===== config.mk =====
export PLATFORM = sky130hd
export DESIGN_NAME = delimited_length_frame_receiver
export DESIGN_NICKNAME = d
export VERILOG_FILES = /design/src/dlfr_pkg.sv /design/src/delimited_length_frame_receiver.sv
export VERILOG_INCLUDE_DIRS = /design/src /design/src/src
export SDC_FILE = /design/constraint.sdc
export NUM_CORES = 1
export LEC_CHECK = 0
export BUFFER_PORTS_ARGS = -buffer_cell sky130_fd_sc_hd__buf_2
export CORE_MARGIN = 2
export CORE_UTILIZATION = 39
export CTS_BUF_LIST = sky130_fd_sc_hd__clkbuf_8 sky130_fd_sc_hd__clkbuf_16
export DETAILED_ROUTE_END_ITERATION = 6
export SETUP_SLACK_MARGIN = 0.4
export SLEW_MARGIN = 20
export SYNTH_ARGS = -nofsm -noshare
export SYNTH_HDL_FRONTEND = slang
export SYNTH_SLANG_ARGS = --single-unit

===== constraint.sdc =====
create_clock -name clock -period 2.6 [get_ports clock]
set_clock_uncertainty 0.05 [all_clocks]
set_input_delay 0.52 -clock clock [delete_from_list [all_inputs] [get_ports clock]]
set_output_delay 0.52 -clock clock [all_outputs]
set_load 0.03 [all_outputs]

===== src/delimited_length_frame_receiver_assert.svh =====
// Assertion macros shared by the frame receiver RTL.
// Needs no other file; the including module supplies clock and reset names.
`ifndef DELIMITED_LENGTH_FRAME_RECEIVER_ASSERT_SVH
`define DELIMITED_LENGTH_FRAME_RECEIVER_ASSERT_SVH

// Same-cycle implication, disabled during reset.
`define DLFR_ASSERT_SAME(label, clk, rst, ante, cons) \
   label: assert property (@(posedge clk) disable iff (rst) (ante) |-> (cons)) \
      else $error("frame receiver assertion failed");

// Next-cycle implication, disabled during reset.
`define DLFR_ASSERT_NEXT(label, clk, rst, ante, cons) \
   label: assert property (@(posedge clk) disable iff (rst) (ante) |=> (cons)) \
      else $error("frame receiver assertion failed");

`endif


===== src/dlfr_pkg.sv =====
// Package for the delimited length frame receiver: parse phases, register
// indexes, reset codes and result kinds. Depends on nothing.
`default_nettype none

package dlfr_pkg;

   localparam int unsigned ByteWidth   = 8;
   localparam int unsigned LengthWidth = 16;
   localparam int unsigned CsrIdxWidth = 2;

   typedef logic [ByteWidth-1:0]   byte_type;
   typedef logic [LengthWidth-1:0] length_type;
   typedef logic [CsrIdxWidth-1:0] csr_idx_type;

   // Register indexes of the configuration port.
   localparam csr_idx_type CSR_START_CODE = csr_idx_type'(0);
   localparam csr_idx_type CSR_END_CODE   = csr_idx_type'(1);

   // Reset values of the delimiter registers.
   localparam byte_type START_CODE_RESET = byte_type'(8'h02);
   localparam byte_type END_CODE_RESET   = byte_type'(8'h03);

   // Result kinds.
   localparam logic KIND_PAYLOAD = 1'b0;
   localparam logic KIND_CORRUPT = 1'b1;

   // Parse phases of the frame.
   typedef enum logic [2:0] {
      PH_IDLE    = 3'd0,
      PH_LEN_LO  = 3'd1,
      PH_LEN_HI  = 3'd2,
      PH_PAYLOAD = 3'd3,
      PH_END     = 3'd4
   } phase_type;

endpackage

`default_nettype wire


===== src/delimited_length_frame_receiver.sv =====
// Delimited length frame receiver: one byte per clock from an input register,
// frame parse and result register. Depends on dlfr_pkg and the assert header.
//
// Takes one received byte per clock and passes on each payload byte of a
// frame (start byte, 16-bit little-endian length, payload, end byte), marked
// as first and last of its frame. Bytes outside a frame that are not the
// start byte are dropped. A wrong end byte gives one corruption result and
// closes the link until reset; all later bytes are taken and ignored. An item
// passes through the input register, then the result register, and a new
// byte is accepted every cycle; the only throttle is the result register,
// which stalls the input side while its result is stalled. The user must
// write delimiter registers through the csr port only while the block is
// idle; the block itself does not enforce it. csr_ready is always high.
`default_nettype none

`include "delimited_length_frame_receiver_assert.svh"

module delimited_length_frame_receiver (
   input  wire                      clock,
   input  wire                      reset,
   // Input byte channel.
   input  wire                      req_valid,
   output logic                     req_stall,
   input  wire  dlfr_pkg::byte_type req_rx_byte,
   // Result channel.
   output logic                     rsp_valid,
   input  wire                      rsp_stall,
   output logic                     rsp_kind,
   output dlfr_pkg::byte_type       rsp_payload_byte,
   output logic                     rsp_first_of_frame,
   output logic                     rsp_last_of_frame,
   output logic                     rsp_link_closed,
   // Configuration write channel.
   input  wire                      csr_valid,
   output logic                     csr_ready,
   input  wire  dlfr_pkg::csr_idx_type csr_index,
   input  wire  dlfr_pkg::byte_type csr_data
);
   import dlfr_pkg::*;

   // Configuration registers.
   byte_type   start_code_ff, start_code_in;
   byte_type   end_code_ff, end_code_in;

   // Input register.
   logic       in_valid_ff, in_valid_in;
   byte_type   in_byte_ff, in_byte_in;

   // Parse state.
   phase_type  phase_ff, phase_in;
   length_type remaining_ff, remaining_in;
   byte_type   length_low_ff, length_low_in;
   logic       first_pending_ff, first_pending_in;
   logic       closed_ff, closed_in;

   // Result register.
   logic       rsp_valid_ff, rsp_valid_in;
   logic       rsp_kind_ff, rsp_kind_in;
   byte_type   rsp_byte_ff, rsp_byte_in;
   logic       rsp_first_ff, rsp_first_in;
   logic       rsp_last_ff, rsp_last_in;
   logic       rsp_closed_ff, rsp_closed_in;

   // Stage handshakes.
   logic       out_free;
   logic       proc_go;
   logic       req_fire;
   logic       res_valid;
   logic       res_kind;
   byte_type   res_byte;
   logic       res_first;
   logic       res_last;
   logic       pay_last;

   // The result register is free when empty or its transaction completes now.
   assign out_free  = !rsp_valid_ff || !rsp_stall;
   assign proc_go   = in_valid_ff && out_free;
   assign req_stall = in_valid_ff && !out_free;
   assign req_fire  = req_valid && !req_stall;
   assign csr_ready = 1'b1;

   // Configuration writes; indexes beyond the list are ignored.
   always_comb begin
      start_code_in = start_code_ff;
      end_code_in   = end_code_ff;
      if (csr_valid && csr_ready) begin
         unique case (csr_index)
            CSR_START_CODE: start_code_in = csr_data;
            CSR_END_CODE:   end_code_in   = csr_data;
            default:        ;
         endcase
      end
   end

   // Input register loads on every accepted transaction.
   always_comb begin
      in_valid_in = req_fire ? 1'b1 : (in_valid_ff && !proc_go);
      in_byte_in  = req_fire ? req_rx_byte : in_byte_ff;
   end

   assign pay_last = (remaining_ff <= length_type'(1));

   // Next parse phase.
   always_comb begin
      phase_in = phase_ff;
      if (proc_go && !closed_ff) begin
         unique case (phase_ff)
            PH_LEN_LO:  phase_in = PH_LEN_HI;
            PH_LEN_HI:  phase_in = ({in_byte_ff, length_low_ff} == '0) ? PH_END : PH_PAYLOAD;
            PH_PAYLOAD: phase_in = pay_last ? PH_END : PH_PAYLOAD;
            PH_END:     phase_in = PH_IDLE;
            default:    phase_in = (in_byte_ff == start_code_ff) ? PH_LEN_LO : PH_IDLE;
         endcase
      end
   end

   // Datapath state and result of the byte in the input register.
   always_comb begin
      remaining_in     = remaining_ff;
      length_low_in    = length_low_ff;
      first_pending_in = first_pending_ff;
      closed_in        = closed_ff;
      res_valid        = 1'b0;
      res_kind         = KIND_PAYLOAD;
      res_byte         = '0;
      res_first        = 1'b0;
      res_last         = 1'b0;
      if (proc_go && !closed_ff) begin
         unique case (phase_ff)
            PH_LEN_LO: begin
               length_low_in = in_byte_ff;
            end
            PH_LEN_HI: begin
               remaining_in     = {in_byte_ff, length_low_ff};
               first_pending_in = 1'b1;
            end
            PH_PAYLOAD: begin
               res_valid        = 1'b1;
               res_byte         = in_byte_ff;
               res_first        = first_pending_ff;
               res_last         = pay_last;
               first_pending_in = 1'b0;
               remaining_in     = pay_last ? '0 : remaining_ff - length_type'(1);
            end
            PH_END: begin
               if (in_byte_ff != end_code_ff) begin
                  closed_in        = 1'b1;
                  remaining_in     = '0;
                  first_pending_in = 1'b0;
                  res_valid        = 1'b1;
                  res_kind         = KIND_CORRUPT;
               end
            end
            default: ;
         endcase
      end
   end

   // Result register: load on a processed byte, otherwise hold while stalled.
   always_comb begin
      rsp_valid_in  = proc_go ? res_valid : (rsp_valid_ff && rsp_stall);
      rsp_kind_in   = rsp_kind_ff;
      rsp_byte_in   = rsp_byte_ff;
      rsp_first_in  = rsp_first_ff;
      rsp_last_in   = rsp_last_ff;
      rsp_closed_in = rsp_closed_ff;
      if (proc_go && res_valid) begin
         rsp_kind_in   = res_kind;
         rsp_byte_in   = res_byte;
         rsp_first_in  = res_first;
         rsp_last_in   = res_last;
         rsp_closed_in = (res_kind == KIND_CORRUPT);
      end
   end

   // Control registers.
   always_ff @(posedge clock) begin
      if (reset) begin
         start_code_ff    <= START_CODE_RESET;
         end_code_ff      <= END_CODE_RESET;
         in_valid_ff      <= 1'b0;
         phase_ff         <= PH_IDLE;
         remaining_ff     <= '0;
         length_low_ff    <= '0;
         first_pending_ff <= 1'b0;
         closed_ff        <= 1'b0;
         rsp_valid_ff     <= 1'b0;
      end else begin
         start_code_ff    <= start_code_in;
         end_code_ff      <= end_code_in;
         in_valid_ff      <= in_valid_in;
         phase_ff         <= phase_in;
         remaining_ff     <= remaining_in;
         length_low_ff    <= length_low_in;
         first_pending_ff <= first_pending_in;
         closed_ff        <= closed_in;
         rsp_valid_ff     <= rsp_valid_in;
      end
   end

   // Payload registers.
   always_ff @(posedge clock) begin
      in_byte_ff    <= in_byte_in;
      rsp_kind_ff   <= rsp_kind_in;
      rsp_byte_ff   <= rsp_byte_in;
      rsp_first_ff  <= rsp_first_in;
      rsp_last_ff   <= rsp_last_in;
      rsp_closed_ff <= rsp_closed_in;
   end

   assign rsp_valid          = rsp_valid_ff;
   assign rsp_kind           = rsp_kind_ff;
   assign rsp_payload_byte   = rsp_byte_ff;
   assign rsp_first_of_frame = rsp_first_ff;
   assign rsp_last_of_frame  = rsp_last_ff;
   assign rsp_link_closed    = rsp_closed_ff;

   // A closed link stays closed until reset.
   `DLFR_ASSERT_NEXT(a_closed_sticky, clock, reset, closed_ff, closed_ff)
   // Once closed, no byte produces a result.
   `DLFR_ASSERT_SAME(a_no_result_closed, clock, reset, closed_ff, !res_valid)
   // A corruption result carries the closed flag and no payload.
   `DLFR_ASSERT_SAME(a_corrupt_shape, clock, reset, rsp_valid_ff && rsp_kind_ff,
      rsp_closed_ff && (rsp_byte_ff == '0) && !rsp_first_ff && !rsp_last_ff)
   // A result taken from the payload phase never reports the link closed.
   `DLFR_ASSERT_SAME(a_payload_open, clock, reset, rsp_valid_ff && !rsp_kind_ff,
      !rsp_closed_ff)
   // Entering the end check always leaves no payload bytes outstanding.
   `DLFR_ASSERT_SAME(a_end_no_remaining, clock, reset,
      (phase_ff == PH_END) && !closed_ff, remaining_ff == '0)

endmodule

`default_nettype wire


==> impl_metrics.toml <==
[setup_path]
path_max_fanout = 10
path_class = "flop to flop"
cp.arrival_ps = 2330
reg2reg_depth = 5
reg2reg_slack_ps = 460
critPathCaptureType = "flop"
required_ps = 2790
reg2reg_to = "remaining_ff[10]"
reg2reg_from = "remaining_ff[14]"
cp-start-kind = "flop"
critPathSlowestCell = "or4_4"
cpPeakStageDelay_ps = 580
cp_cell_sequence = "or4_4, nor4b_4, a21oi_2, a22oi_1, o32ai_1"

[synthesis]
ys.warnings.count = 0
synth_flop_cell = "dfxtp_1"
syn_inst = 331
syn_area_um2 = 3203
synth.distinct_cells = 51
async_flop_share_pct = 0
avgSynthCellArea_um2 = 9.677
synth_edf_count = 19
synth_seq_area_share_pct = 47.19
synthesis.nets = 356
ys_ff_latch = 66

[drt]
first_pass_iters = 6
routedWlPerCell_um = 17.63
wirelength_mm = 8.760
num_vias = 2780
drc = 0
drt_first_iter_violations = 304
viasPerCell = 5.594
ant_nets = 0

[hold_path]
holdPathStages = 1
min_path_type = "input port to flop"
min_to = "in_byte_ff[7]"
hold_path_startpoint = "req_rx_byte[7]"

[placed_design]
place_area_um2 = 3610
preCtsSetupSlack_ps = 225.8
gp_congestion = 0.8592
port-buffer-count = 36
dp_hpwl_mm = 6.025
placed_cells = 477

[clock_network]
root_buffer = "clkbuf_8"
cts_max_level = 3
cts_tree = "built"
numClockSinks = 66
clockBufferDepth = 2
clkLatencyLatePin_ps = 360
numCtsBuffers = 9
clkSlewWorstSetupHoldPaths_ps = 80

[power]
leakagePower_nw = 1.593
internal_power_mw = 1.502
power_frac_comb_pct = 7.4
seqPwrFrac_pct = 52.7
ir_drop_mv = 0.4186
p_sw_mw = 0.5661
clkPwrFrac_pct = 39.9
p_sw_share_pct = 27.37
p_per_area_nw_per_um2 = 538.1
p_total_mw = 2.068

[sta]
rsz0062_at_grt = "true"
worstMarginPinSlew_ps = 729.2
fmax_ghz = 0.4676
period_share_pct = 82.25
max_slew_margin_pct = 51.02
tns_ps = 0
fin_crit_ps = 2138
setup_viol = 0
slew_violations = 0
setup_ws_ps = 461.6
hold_viol = 0

[finish]
nNetsFinal = 412
antenna_cells = 0
fin_cells = 497
drive_gt1_share_pct = 23.21
final_area_um2 = 3844
areaGrowthSynthToFinish_pct = 20.00

[die]
die_area_um2 = 8954
die_x_um = 94.63
num_io_pins = 38
die_y_um = 94.63
coreArea_um2 = 8093
start_util_pct = 39.58
fp-row-count = 33

[grt]
grtUsageTotal_pct = 20.73
gr-usage-met1_pct = 27.37
grt_pass1_wl_mm = 13.84
met3_usage_pct = 5.108
grt.overflow.total = 0
antenna_found_initial = 0
grt_max_degree = 24
grt_pass1_vias = 2674
grt_use_met2_pct = 32.09
busiest_layer = "met2"

[status]
outcome = "complete, no violations"

[run]
cap_violations = 0
==> worst max-delay path by stage <==
| stage | start | end | slack, ps | cells after the start |
|---|---|---|---|---|
| 2_1_floorplan | in_byte_ff[7] | rsp_first_of_frame | 520 | 7 |
| 3_3_place_gp | remaining_ff[0] | remaining_ff[5] | 240 | 7 |
| 3_5_place_dp | remaining_ff[0] | remaining_ff[5] | 230 | 7 |
| 4_1_cts | in_byte_ff[5] | rsp_last_of_frame | 400 | 6 |
| 5_1_grt | remaining_ff[14] | remaining_ff[10] | 370 | 5 |
| 6_report | remaining_ff[14] | remaining_ff[10] | 460 | 5 |
==> cell families (layout without fill, tap and decap cells) <==
kind of cell	after synthesis	count (layout)	share of synthesized area, %
and+or+nand+nor	126	126	21.09
other	1	1	0.1171
muxes	24	24	7.500
DFF	66	66	47.19
adders and majority gates	2	2	0.7811
buffers and inverters	29	89	3.945
AOI/OAI and AO/OA	65	66	14.45
xor gates and xnor gates	18	18	4.922
==> state kept, by name, summed over array words and instances, names as in the netlist <==
| register | count |
|---|---|
| phase_ff | 3 |
| rsp_first_of_frame | 1 |
| first_pending_ff | 1 |
| rsp_link_closed | 1 |
| in_byte_ff | 8 |
| remaining_ff | 16 |
| in_valid_ff | 1 |
| start_code_ff | 8 |
| end_code_ff | 8 |
| closed_ff | 1 |
| rsp_payload_byte | 8 |
| length_low_ff | 8 |
| rsp_last_of_frame | 1 |
| rsp_valid | 1 |
==> critical path, delay by kind of cell (launching register included) <==
kind             cells  cell delay [ps]
flip-flops           1              360
AO/OA/AOI/OAI        3              630
AND/OR/NAND/NOR      2             1000
==> cell usage in the layout (no fill, tap or decap), types with 6 or more instances in the layout <==
cell type,instances
a21oi_1,14
a22oi_1,17
and2_1,10
buf_2,36
buf_4,28
clkbuf_8,9
dfxtp_1,47
edfxtp_1,19
inv_1,7
mux2i_1,24
nand2_1,21
nand3_1,6
nor2_1,39
nor3_1,8
nor4_1,8
o32ai_1,8
xnor2_1,7
xor2_1,11
==> area by class of cell <==
type	count	area [µm²]
fillers	832	4249
multi-input cells	237	1593
flip-flops and latches	66	1511
repair buffers	64	390.4
well taps	105	131.4
clock buffers	9	123.9
clock inverters	7	60.06
inverters	9	33.78
==> through the flow <==
step,util [%],hold WS (ps)
5_1_grt,47.50,276.1
4_1_cts,47.23,285.3
6_report,47.50,293.8
3_3_place_gp,44.60,404.4
3_5_place_dp,44.60,411.6
2_1_floorplan,-,390.2
==> power groups by stage <==
stage,sequential [mW],combinational [mW],clock (mW)
5_1_grt,1.09,0.164,0.888
4_1_cts,1.09,0.150,0.838
6_report,1.09,0.152,0.826
2_1_floorplan,1.12,0.0723,0
3_5_place_dp,1.11,0.147,0
3_3_place_gp,1.11,0.145,0
==> cells in the mapped netlist, drive strengths merged, types with 5 or more instances <==
master | count | area [µm²]
edfxtp | 19 | 570.6
nand3 | 7 | 35.03
and2 | 10 | 62.56
dfxtp | 47 | 940.9
o31ai | 5 | 37.54
buf | 10 | 55.05
nand2 | 21 | 78.83
mux2i | 24 | 240.2
xor2 | 11 | 96.34
nor2 | 39 | 146.4
a21oi | 15 | 78.83
xnor2 | 7 | 61.31
nor4 | 11 | 90.08
or3 | 5 | 31.28
o32ai | 8 | 70.07
clkbuf | 10 | 37.54
a22oi | 17 | 127.6
nor3 | 8 | 40.04
inv | 9 | 33.78
==> per-layer routing <==
metal	wire length (µm)	part of all wire [%]
met1	4012	46
met2	3964	45
met3	598	6.8
met4	184	2.1
met5	0	0
==> repair_timing <==
action | 4_1_cts | 5_1_grt
pin swaps | 1 | 3
setup endpoints to repair | 16 | 18
hold endpoints to repair | 0 | 0
hold buffers | 0 | 0
gates resized for setup | 2 | 2
gates cloned | 0 | 1
buffers inserted | 2 | 1
(Power assumes the default switching activity.)
